$ cat src/design/lobsf_pkg.sv
`default_nettype none
// ----------------------------------------------------------------------------
// lobsf_pkg
// Shared types, coefficient table and control program for the observer core.
// ----------------------------------------------------------------------------
package lobsf_pkg;

  localparam int IN_BITS   = 32;
  localparam int STEP_BITS = 17;
  localparam longint STEP_MAX = (longint'(1) << STEP_BITS) - 1;
  localparam int STEP_RESET_X10K = 100;
  localparam int SCALE10K  = 10000;

  localparam int NUM_EST   = 6;
  localparam int IDX_BITS  = 3;
  localparam int NUM_COEF  = 36;
  localparam int CIDX_BITS = 6;
  localparam int UCODE_LEN = 60;
  localparam int PC_BITS   = 6;

  typedef enum logic [2:0] {
    OP_INNOV,
    OP_CLR,
    OP_MAC,
    OP_STEP,
    OP_STORE,
    OP_COMMIT,
    OP_HOLD0,
    OP_EMIT
  } op_e;

  typedef enum logic [2:0] {
    SRC_EST,
    SRC_U0,
    SRC_U1,
    SRC_E0,
    SRC_E1,
    SRC_ACC
  } src_e;

  typedef enum logic {
    SEQ_IDLE,
    SEQ_RUN
  } seq_e;

  typedef enum logic [2:0] {
    MPH_ISSUE,
    MPH_LO,
    MPH_HI,
    MPH_ROUND,
    MPH_ACC
  } mph_e;

  typedef struct packed {
    op_e                  op;
    src_e                 src;
    logic [IDX_BITS-1:0]  idx;
    logic [CIDX_BITS-1:0] cidx;
  } uinstr_t;

  // Nonzero matrix entries times 10000, in program order.
  localparam int COEF_X10K [NUM_COEF] = '{
    // row 0: A01, L00, L01
    10000, 50579, 773,
    // row 1: A10, A14, A15, L10, L11
    -45796, 1460, 1460, -31079, 3535,
    // row 2: A23, L20, L21
    10000, 966, 51477,
    // row 3: A32, A34, A35, L30, L31
    -9344, 5376, -5376, 4394, 5170,
    // row 4: A44, B40, L40, L41
    -22472, 206292, 109207, 21885,
    // row 5: A55, B51, L50, L51
    -22472, 206292, 115894, -41788,
    // feedback row 0
    1856, 10714, 35135, 16571, 2086, -1121,
    // feedback row 1
    1856, 10714, -35135, -16571, -1121, 2086
  };

  function automatic uinstr_t ui(op_e op, src_e src, int idx, int cidx);
    uinstr_t u;
    u.op   = op;
    u.src  = src;
    u.idx  = IDX_BITS'(idx);
    u.cidx = CIDX_BITS'(cidx);
    return u;
  endfunction

  // Zero matrix terms are left out: adding a zero product never changes a
  // saturated running sum.
  localparam uinstr_t UCODE [UCODE_LEN] = '{
    ui(OP_INNOV, SRC_EST, 0, 0),
    // row 0
    ui(OP_CLR,   SRC_EST, 0, 0),
    ui(OP_MAC,   SRC_EST, 1, 0),
    ui(OP_MAC,   SRC_E0,  0, 1),
    ui(OP_MAC,   SRC_E1,  0, 2),
    ui(OP_STEP,  SRC_ACC, 0, 0),
    ui(OP_STORE, SRC_EST, 0, 0),
    // row 1
    ui(OP_CLR,   SRC_EST, 0, 0),
    ui(OP_MAC,   SRC_EST, 0, 3),
    ui(OP_MAC,   SRC_EST, 4, 4),
    ui(OP_MAC,   SRC_EST, 5, 5),
    ui(OP_MAC,   SRC_E0,  0, 6),
    ui(OP_MAC,   SRC_E1,  0, 7),
    ui(OP_STEP,  SRC_ACC, 1, 0),
    ui(OP_STORE, SRC_EST, 1, 0),
    // row 2
    ui(OP_CLR,   SRC_EST, 0, 0),
    ui(OP_MAC,   SRC_EST, 3, 8),
    ui(OP_MAC,   SRC_E0,  0, 9),
    ui(OP_MAC,   SRC_E1,  0, 10),
    ui(OP_STEP,  SRC_ACC, 2, 0),
    ui(OP_STORE, SRC_EST, 2, 0),
    // row 3
    ui(OP_CLR,   SRC_EST, 0, 0),
    ui(OP_MAC,   SRC_EST, 2, 11),
    ui(OP_MAC,   SRC_EST, 4, 12),
    ui(OP_MAC,   SRC_EST, 5, 13),
    ui(OP_MAC,   SRC_E0,  0, 14),
    ui(OP_MAC,   SRC_E1,  0, 15),
    ui(OP_STEP,  SRC_ACC, 3, 0),
    ui(OP_STORE, SRC_EST, 3, 0),
    // row 4
    ui(OP_CLR,   SRC_EST, 0, 0),
    ui(OP_MAC,   SRC_EST, 4, 16),
    ui(OP_MAC,   SRC_U0,  0, 17),
    ui(OP_MAC,   SRC_E0,  0, 18),
    ui(OP_MAC,   SRC_E1,  0, 19),
    ui(OP_STEP,  SRC_ACC, 4, 0),
    ui(OP_STORE, SRC_EST, 4, 0),
    // row 5
    ui(OP_CLR,   SRC_EST, 0, 0),
    ui(OP_MAC,   SRC_EST, 5, 20),
    ui(OP_MAC,   SRC_U1,  0, 21),
    ui(OP_MAC,   SRC_E0,  0, 22),
    ui(OP_MAC,   SRC_E1,  0, 23),
    ui(OP_STEP,  SRC_ACC, 5, 0),
    ui(OP_STORE, SRC_EST, 5, 0),
    ui(OP_COMMIT, SRC_EST, 0, 0),
    // feedback row 0
    ui(OP_CLR,   SRC_EST, 0, 0),
    ui(OP_MAC,   SRC_EST, 0, 24),
    ui(OP_MAC,   SRC_EST, 1, 25),
    ui(OP_MAC,   SRC_EST, 2, 26),
    ui(OP_MAC,   SRC_EST, 3, 27),
    ui(OP_MAC,   SRC_EST, 4, 28),
    ui(OP_MAC,   SRC_EST, 5, 29),
    ui(OP_HOLD0, SRC_EST, 0, 0),
    // feedback row 1
    ui(OP_CLR,   SRC_EST, 0, 0),
    ui(OP_MAC,   SRC_EST, 0, 30),
    ui(OP_MAC,   SRC_EST, 1, 31),
    ui(OP_MAC,   SRC_EST, 2, 32),
    ui(OP_MAC,   SRC_EST, 3, 33),
    ui(OP_MAC,   SRC_EST, 4, 34),
    ui(OP_MAC,   SRC_EST, 5, 35),
    ui(OP_EMIT,  SRC_EST, 0, 0)
  };

endpackage
`default_nettype wire

$ cat src/design/luenberger_observer_state_feedback_core.sv
`default_nettype none
// ----------------------------------------------------------------------------
// luenberger_observer_state_feedback_core
// Fixed-point Luenberger observer with state feedback, run by a microcoded
// sequencer over one shared multiply/round/saturate/accumulate datapath.
// ----------------------------------------------------------------------------
//  channel  | handshake               | payload
//  ---------+-------------------------+---------------------------------------
//  input    | in_valid_i / in_ready_o | meas_first_i, meas_second_i,
//           |                         | drive_in_first_i, drive_in_second_i
//  output   | out_valid_o/out_ready_i | drive_out_first_o, drive_out_second_o
//  config   | cfg_we_i                | cfg_wdata_i (step size)
//
//  One transaction runs 42 products through the shared multiplier plus 18
//  other program steps between acceptance and the result.
//  The next transaction is accepted the cycle after the result is loaded.
//  A result waiting in the output register holds the last program step only.
//  Reset clears the estimate and loads the default step size.
// ----------------------------------------------------------------------------
module luenberger_observer_state_feedback_core
  import lobsf_pkg::*;
#(
  parameter int FRAC_BITS = 16,
  parameter int WORD_BITS = 32
) (
  input  logic                        clk_i,
  input  logic                        rst_ni,
  input  logic                        in_valid_i,
  output logic                        in_ready_o,
  input  logic signed [IN_BITS-1:0]   meas_first_i,
  input  logic signed [IN_BITS-1:0]   meas_second_i,
  input  logic signed [IN_BITS-1:0]   drive_in_first_i,
  input  logic signed [IN_BITS-1:0]   drive_in_second_i,
  output logic                        out_valid_o,
  input  logic                        out_ready_i,
  output logic signed [IN_BITS-1:0]   drive_out_first_o,
  output logic signed [IN_BITS-1:0]   drive_out_second_o,
  input  logic                        cfg_we_i,
  input  logic        [STEP_BITS-1:0] cfg_wdata_i
);

  localparam int W   = WORD_BITS;
  localparam int F   = FRAC_BITS;
  localparam int MB  = (F + 5 > STEP_BITS) ? F + 5 : STEP_BITS;
  localparam int HA  = (W + 1) / 2;
  localparam int PW  = W + MB;
  localparam int PPW = HA + MB;
  localparam int RW  = PW + 1;
  localparam int QW  = RW - F;
  localparam int XW  = W + IN_BITS;

  localparam logic [W-1:0]  WMAX     = {1'b0, {(W-1){1'b1}}};
  localparam logic [W-1:0]  WMIN     = {1'b1, {(W-1){1'b0}}};
  localparam logic [QW-1:0] LIM_POS  = {{(QW-W+1){1'b0}}, {(W-1){1'b1}}};
  localparam logic [QW-1:0] LIM_NEG  = LIM_POS + 1'b1;
  localparam logic [RW-1:0] RND_HALF = RW'(1) << (F - 1);

  typedef logic [MB-1:0] coef_mag_t [NUM_COEF];

  function automatic logic [MB-1:0] fix_mag(input int c);
    longint m;
    m = (c < 0) ? -longint'(c) : longint'(c);
    return MB'(((m << FRAC_BITS) + SCALE10K / 2) / SCALE10K);
  endfunction

  function automatic coef_mag_t coef_table();
    coef_mag_t t;
    for (int i = 0; i < NUM_COEF; i++) begin
      t[i] = fix_mag(COEF_X10K[i]);
    end
    return t;
  endfunction

  function automatic logic [STEP_BITS-1:0] step_reset_val();
    longint r;
    r = ((longint'(STEP_RESET_X10K) << FRAC_BITS) + SCALE10K / 2) / SCALE10K;
    if (r > STEP_MAX) begin
      r = STEP_MAX;
    end
    return STEP_BITS'(r);
  endfunction

  localparam coef_mag_t COEF_MAG = coef_table();
  localparam logic [STEP_BITS-1:0] STEP_RESET = step_reset_val();

  // Clamp a sign-extended value to the word range.
  function automatic logic [W-1:0] sat_wide(input logic [XW-1:0] v);
    logic [IN_BITS:0] top;
    top = v[XW-1:W-1];
    if (&top || ~|top) begin
      return v[W-1:0];
    end else if (v[XW-1]) begin
      return WMIN;
    end else begin
      return WMAX;
    end
  endfunction

  // Control and state
  seq_e                 seq_q, seq_d;
  logic [PC_BITS-1:0]   pc_q, pc_d;
  mph_e                 phase_q, phase_d;
  logic                 out_valid_q, out_valid_d;
  logic [STEP_BITS-1:0] step_q, step_d;
  logic [W-1:0]         est_q [NUM_EST];
  logic [W-1:0]         est_d [NUM_EST];

  // Datapath payload
  logic [W-1:0]       nx_q [NUM_EST];
  logic [W-1:0]       nx_d [NUM_EST];
  logic [W-1:0]       y0_q, y0_d, y1_q, y1_d, u0_q, u0_d, u1_q, u1_d;
  logic [W-1:0]       e0_q, e0_d, e1_q, e1_d;
  logic [W-1:0]       acc_q, acc_d, q_q, q_d, res0_q, res0_d;
  logic [W-1:0]       ma_q, ma_d;
  logic [MB-1:0]      mb_q, mb_d;
  logic               neg_q, neg_d;
  logic [PW-1:0]      prod_q, prod_d;
  logic [IN_BITS-1:0] out_first_q, out_first_d, out_second_q, out_second_d;

  // Combinational
  uinstr_t        cur;
  logic           in_accept;
  logic           emit_go;
  logic [W-1:0]   a_val;
  logic           coef_neg;
  logic [HA-1:0]  chunk;
  logic [PPW-1:0] pp;
  logic [RW-1:0]  rnd;
  logic [QW-1:0]  qv, lim, qs;
  logic [W-1:0]   q_val;
  logic [W:0]     acc_sum, diff0, diff1;
  logic [W-1:0]   acc_sat, neg_acc;

  assign cur       = UCODE[pc_q];
  assign in_accept = in_valid_i & in_ready_o;

  // Sequencer: next state
  always_comb begin
    seq_d = seq_q;
    case (seq_q)
      SEQ_IDLE: begin
        if (in_accept) begin
          seq_d = SEQ_RUN;
        end
      end
      SEQ_RUN: begin
        if (emit_go) begin
          seq_d = SEQ_IDLE;
        end
      end
      default: seq_d = SEQ_IDLE;
    endcase
  end

  // Sequencer: outputs
  always_comb begin
    in_ready_o = 1'b0;
    emit_go    = 1'b0;
    case (seq_q)
      SEQ_IDLE: in_ready_o = 1'b1;
      SEQ_RUN: begin
        // hold on the last step while the output register is still occupied
        emit_go = (cur.op == OP_EMIT) && (!out_valid_q || out_ready_i);
      end
      default: in_ready_o = 1'b0;
    endcase
  end

  // Operand source
  always_comb begin
    case (cur.src)
      SRC_EST: a_val = est_q[cur.idx];
      SRC_U0:  a_val = u0_q;
      SRC_U1:  a_val = u1_q;
      SRC_E0:  a_val = e0_q;
      SRC_E1:  a_val = e1_q;
      SRC_ACC: a_val = acc_q;
      default: a_val = '0;
    endcase
  end

  assign coef_neg = (COEF_X10K[cur.cidx] < 0);

  // Shared multiplier: one half of the magnitude per cycle
  assign chunk = (phase_q == MPH_LO) ? ma_q[HA-1:0] : HA'(ma_q[W-1:HA]);
  assign pp    = PPW'(chunk) * PPW'(mb_q);

  // Round to nearest, ties away from zero, then clamp the magnitude
  assign rnd   = {1'b0, prod_q} + RND_HALF;
  assign qv    = rnd[RW-1:F];
  assign lim   = neg_q ? LIM_NEG : LIM_POS;
  assign qs    = (qv > lim) ? lim : qv;
  assign q_val = neg_q ? W'(-qs[W-1:0]) : qs[W-1:0];

  assign acc_sum = {acc_q[W-1], acc_q} + {q_q[W-1], q_q};
  assign acc_sat = sat_wide({{(IN_BITS-1){acc_sum[W]}}, acc_sum});
  assign neg_acc = (acc_q == WMIN) ? WMAX : W'(-acc_q);
  assign diff0   = {y0_q[W-1], y0_q} - {est_q[0][W-1], est_q[0]};
  assign diff1   = {y1_q[W-1], y1_q} - {est_q[2][W-1], est_q[2]};

  // Datapath driven by the current control word
  always_comb begin
    pc_d    = pc_q;
    phase_d = phase_q;
    est_d   = est_q;
    nx_d    = nx_q;
    y0_d    = y0_q;
    y1_d    = y1_q;
    u0_d    = u0_q;
    u1_d    = u1_q;
    e0_d    = e0_q;
    e1_d    = e1_q;
    acc_d   = acc_q;
    q_d     = q_q;
    res0_d  = res0_q;
    ma_d    = ma_q;
    mb_d    = mb_q;
    neg_d   = neg_q;
    prod_d  = prod_q;

    if (in_accept) begin
      y0_d    = sat_wide({{W{meas_first_i[IN_BITS-1]}}, meas_first_i});
      y1_d    = sat_wide({{W{meas_second_i[IN_BITS-1]}}, meas_second_i});
      u0_d    = sat_wide({{W{drive_in_first_i[IN_BITS-1]}}, drive_in_first_i});
      u1_d    = sat_wide({{W{drive_in_second_i[IN_BITS-1]}}, drive_in_second_i});
      pc_d    = '0;
      phase_d = MPH_ISSUE;
    end else if (seq_q == SEQ_RUN) begin
      case (cur.op)
        OP_INNOV: begin
          e0_d = sat_wide({{(IN_BITS-1){diff0[W]}}, diff0});
          e1_d = sat_wide({{(IN_BITS-1){diff1[W]}}, diff1});
          pc_d = pc_q + 1'b1;
        end
        OP_CLR: begin
          acc_d = '0;
          pc_d  = pc_q + 1'b1;
        end
        OP_MAC, OP_STEP: begin
          case (phase_q)
            MPH_ISSUE: begin
              ma_d = a_val[W-1] ? W'(-a_val) : a_val;
              if (cur.op == OP_STEP) begin
                // d times step, added onto the old estimate of this row
                mb_d  = MB'(step_q);
                neg_d = a_val[W-1];
                acc_d = est_q[cur.idx];
              end else begin
                mb_d  = COEF_MAG[cur.cidx];
                neg_d = a_val[W-1] ^ coef_neg;
              end
              phase_d = MPH_LO;
            end
            MPH_LO: begin
              prod_d  = PW'(pp);
              phase_d = MPH_HI;
            end
            MPH_HI: begin
              prod_d  = prod_q + (PW'(pp) << HA);
              phase_d = MPH_ROUND;
            end
            MPH_ROUND: begin
              q_d     = q_val;
              phase_d = MPH_ACC;
            end
            MPH_ACC: begin
              acc_d   = acc_sat;
              phase_d = MPH_ISSUE;
              pc_d    = pc_q + 1'b1;
            end
            default: phase_d = MPH_ISSUE;
          endcase
        end
        OP_STORE: begin
          nx_d[cur.idx] = acc_q;
          pc_d          = pc_q + 1'b1;
        end
        OP_COMMIT: begin
          est_d = nx_q;
          pc_d  = pc_q + 1'b1;
        end
        OP_HOLD0: begin
          res0_d = neg_acc;
          pc_d   = pc_q + 1'b1;
        end
        OP_EMIT: begin
          if (emit_go) begin
            pc_d = '0;
          end
        end
        default: pc_d = '0;
      endcase
    end
  end

  // Output register and step size
  always_comb begin
    out_valid_d  = out_valid_q & ~out_ready_i;
    out_first_d  = out_first_q;
    out_second_d = out_second_q;
    step_d       = cfg_we_i ? cfg_wdata_i : step_q;
    if (emit_go) begin
      out_valid_d  = 1'b1;
      out_first_d  = IN_BITS'($signed(res0_q));
      out_second_d = IN_BITS'($signed(neg_acc));
    end
  end

  always_ff @(posedge clk_i or negedge rst_ni) begin
    if (!rst_ni) begin
      seq_q       <= SEQ_IDLE;
      pc_q        <= '0;
      phase_q     <= MPH_ISSUE;
      out_valid_q <= 1'b0;
      step_q      <= STEP_RESET;
      est_q       <= '{default: '0};
    end else begin
      seq_q       <= seq_d;
      pc_q        <= pc_d;
      phase_q     <= phase_d;
      out_valid_q <= out_valid_d;
      step_q      <= step_d;
      est_q       <= est_d;
    end
  end

  always_ff @(posedge clk_i) begin
    nx_q         <= nx_d;
    y0_q         <= y0_d;
    y1_q         <= y1_d;
    u0_q         <= u0_d;
    u1_q         <= u1_d;
    e0_q         <= e0_d;
    e1_q         <= e1_d;
    acc_q        <= acc_d;
    q_q          <= q_d;
    res0_q       <= res0_d;
    ma_q         <= ma_d;
    mb_q         <= mb_d;
    neg_q        <= neg_d;
    prod_q       <= prod_d;
    out_first_q  <= out_first_d;
    out_second_q <= out_second_d;
  end

  assign out_valid_o        = out_valid_q;
  assign drive_out_first_o  = out_first_q;
  assign drive_out_second_o = out_second_q;

endmodule
`default_nettype wire

$ cat config.mk
export PLATFORM = sky130hd
export DESIGN_NAME = luenberger_observer_state_feedback_core
export DESIGN_NICKNAME = d
export VERILOG_FILES = /design/src/design/lobsf_pkg.sv /design/src/design/luenberger_observer_state_feedback_core.sv
export SDC_FILE = /design/constraint.sdc
export NUM_CORES = 2
export LEC_CHECK = 0
export CORE_MARGIN = 4
export CORE_UTILIZATION = 40
export CTS_BUF_LIST = sky130_fd_sc_hd__clkbuf_4 sky130_fd_sc_hd__clkbuf_8
export CTS_CLUSTER_SIZE = 10
export DETAILED_ROUTE_END_ITERATION = 16
export DONT_BUFFER_PORTS = 1
export SYNTH_ARGS = -nofsm -noshare
export SYNTH_HDL_FRONTEND = slang
export SYNTH_SLANG_ARGS = --single-unit
$ cat constraint.sdc
create_clock -name clk_i -period 12.4 [get_ports clk_i]
set_input_delay 3.1 -clock clk_i [delete_from_list [all_inputs] [get_ports clk_i]]
set_output_delay 3.1 -clock clk_i [all_outputs]
set_load 0.01 [all_outputs]
==> results.cfg <==
[status]
status = finished, final reports clean

[routing]
initialDrtViolationCount = 4647
post-route-drc-count = 0
ant_nets = 0
num_vias = 42000
vias_per_cell = 5.78
wl_per_cell_um = 24.5
drt_first_pass_iters = 6
wl_um = 178000

[floorplan]
die_w_um = 383
fp-row-count = 137
die_h_um = 383
start_util_pct = 40.2
pin_count = 216
die_area_um2 = 146000
core_um2 = 140000

[global_route]
overflow = 0
grt_usage_pct = 24.0
antenna_found_initial = 21
grt_max_degree = 221
grt_pass1_vias = 40100
grt_first_pass_wirelength_um = 264000

[synthesis]
syn_nets = 5988
ys_seq_area_share_pct = 43.8
ys_async_sr_fraction_pct = 25.7
synth_top_area_cell = edfxtp_1
yosys-top-cells-area = edfxtp_1 34%, fa_1 9.6%, dfrtp_1 9.5%, ha_1 6.8%, nand2_1 4.1%
ys_seq_elements = 856
synthFlopType = edfxtp_1
avgSynthCellArea_um2 = 10.7
synth_area_um2 = 56200
postSynthCellCount = 5264
synth_top_area_share_pct = 34.0
yosysWarnings = 0
synth.distinct_cells = 123
synth-edff-count = 636

[sta]
setup_viol = 0
hold_slack_ns = 0.415
fin_crit_ns = 10.12
hold_viol_final = 0
skew_ns = 0.0682
tightest_slew_ns = 1.29
relSlewSlack_pct = 14.0
rsz0062_at_grt = false
finalCritPeriodShare_pct = 81.6
slew_violations = 0
finalSetupTns_ns = 0
fmax_mhz = 98.8

[setup_path]
critical_path_class = reg2reg
worstPathRequired_ns = 13.00
slowest_delay_ns = 0.87
end_kind = flip-flop
crit_path_start_kind = flip-flop
crit_slowest_cell = nor3b_1
path_max_fanout = 21
crit_top_cell = fa_1
crit_arrival_ns = 10.72

[clock_tree]
clock-sinks = 856
numCtsBuffers = 150
postCtsHoldBufs = 0
postCtsSetupRepairBufs = 0
root_buffer = clkbuf_8
clk_pin_slew_worst_paths_ns = 0.06
cts_tree = yes
clk_latency_ns = 0.89
cts_max_path_buffers = 3
htreeDepth = 4
cts_resized = 0

[placement]
routabilityCongestion = 0.930
dp_hpwl_um = 131000
portBuffers = 0

[final_layout]
area.growth.synth_to_final_pct = 9.41
layout_common_cells = 636 x edfxtp_1, 618 x nand2_1, 470 x inv_1
nets = 5976
final_common_cell = edfxtp_1
drive_gt1_share_pct = 12.0
reg_top3 = est_q x192, nx_q x192, prod_q x38
fill_cells = 13100

[job]
cap_violations = 0

[hold_path]
hp-class = reg2reg
stage by stage:
stage	utilization, %	setup slack, ns	instance area (um^2)	instances
after floorplan	-	1.48	56200	5264
after global placement	41.7	2.45	58200	6976
after detailed placement	41.7	2.32	58200	6976
after CTS	44.0	2.29	61400	7251
after global routing	44.0	1.60	61400	7257
final	44.0	2.28	61400	7261
metal layers:
metal | GRT usage [%] | vias up | routed length (um)
met5 | 0 | - | 60
met4 | 8.95 | 8 | 6540
met3 | 6.29 | 335 | 18600
met2 | 34.9 | 2052 | 76100
met1 | 34.3 | 20900 | 76900
li1 | - | 18700 | -
area by class of cell:
| class | count | area, um^2 | area share, % |
|---|---|---|---|
| timing repair buffer | 88 | 673 | 1.10 |
| tap | 1876 | 2350 | 3.82 |
| sequential | 856 | 24600 | 40.1 |
| clock inverter | 60 | 563 | 0.916 |
| antenna | 10 | 25.0 | 0.0407 |
| multi-input combinational | 3680 | 28800 | 46.9 |
| clock buffer | 215 | 2630 | 4.29 |
| inverter | 476 | 1790 | 2.92 |
critical path, delay by kind of cell (launching register included):
kind	cells	cell delay, ns
DFF	1	0.47
xor gates and xnor gates	2	0.34
adders and majority gates	8	3.80
and+or+nand+nor	4	1.49
muxes	1	0.62
buffers and inverters	4	0.20
AOI/OAI and AO/OA	15	2.91
cells in the mapped netlist, drive strengths merged, types with 46 or more instances:
| library cell | count |
|---|---|
| edfxtp | 636 |
| nand2 | 622 |
| inv | 475 |
| a21oi | 326 |
| o21ai | 318 |
| ha | 306 |
| fa | 268 |
| dfrtp | 214 |
| nor2 | 202 |
| clkbuf | 186 |
| mux2 | 177 |
| and2 | 163 |
| xnor2 | 135 |
| nand3 | 116 |
| a21o | 90 |
| xor2 | 88 |
| nor3 | 78 |
| buf | 66 |
| mux2i | 54 |
| nand4 | 49 |
| a221oi | 47 |
| nand2b | 46 |
path summary, 6_finish.rpt:
check / startpoint / end / slack, ns / cells after the start
hold reg to reg: res0_q[5] / drive_out_first_o[5] / 0.42 / 0
min in group asynchronous: rst_ni / est_q[126] / 1.92 / 0
hold / removal: res0_q[5] / drive_out_first_o[5] / 0.42 / 0
setup reg to reg: phase_q[2] / prod_q[51] / 2.28 / 34
max in group asynchronous: rst_ni / step_q[9] / 10.06 / 0
setup / recovery: phase_q[2] / prod_q[51] / 2.28 / 34
cell families (layout without fill, tap and decap cells):
family                   after synthesis  count (layout)  synth area share [%]
AO/OA/AOI/OAI                       1205            1205                  13.9
buffers and inverters                728             839                  5.21
flip-flops                           856             856                  43.8
other                                  0              10                     0
XOR/XNOR                             223             223                  3.49
multiplexers                         234             234                  4.64
adder cells (fa/ha/maj)              584             584                  16.6
AND/OR/NAND/NOR                     1434            1434                  12.3
Power is not shown: default switching activity piles up to over one toggle a cycle in this logic, so the estimate is an artifact.
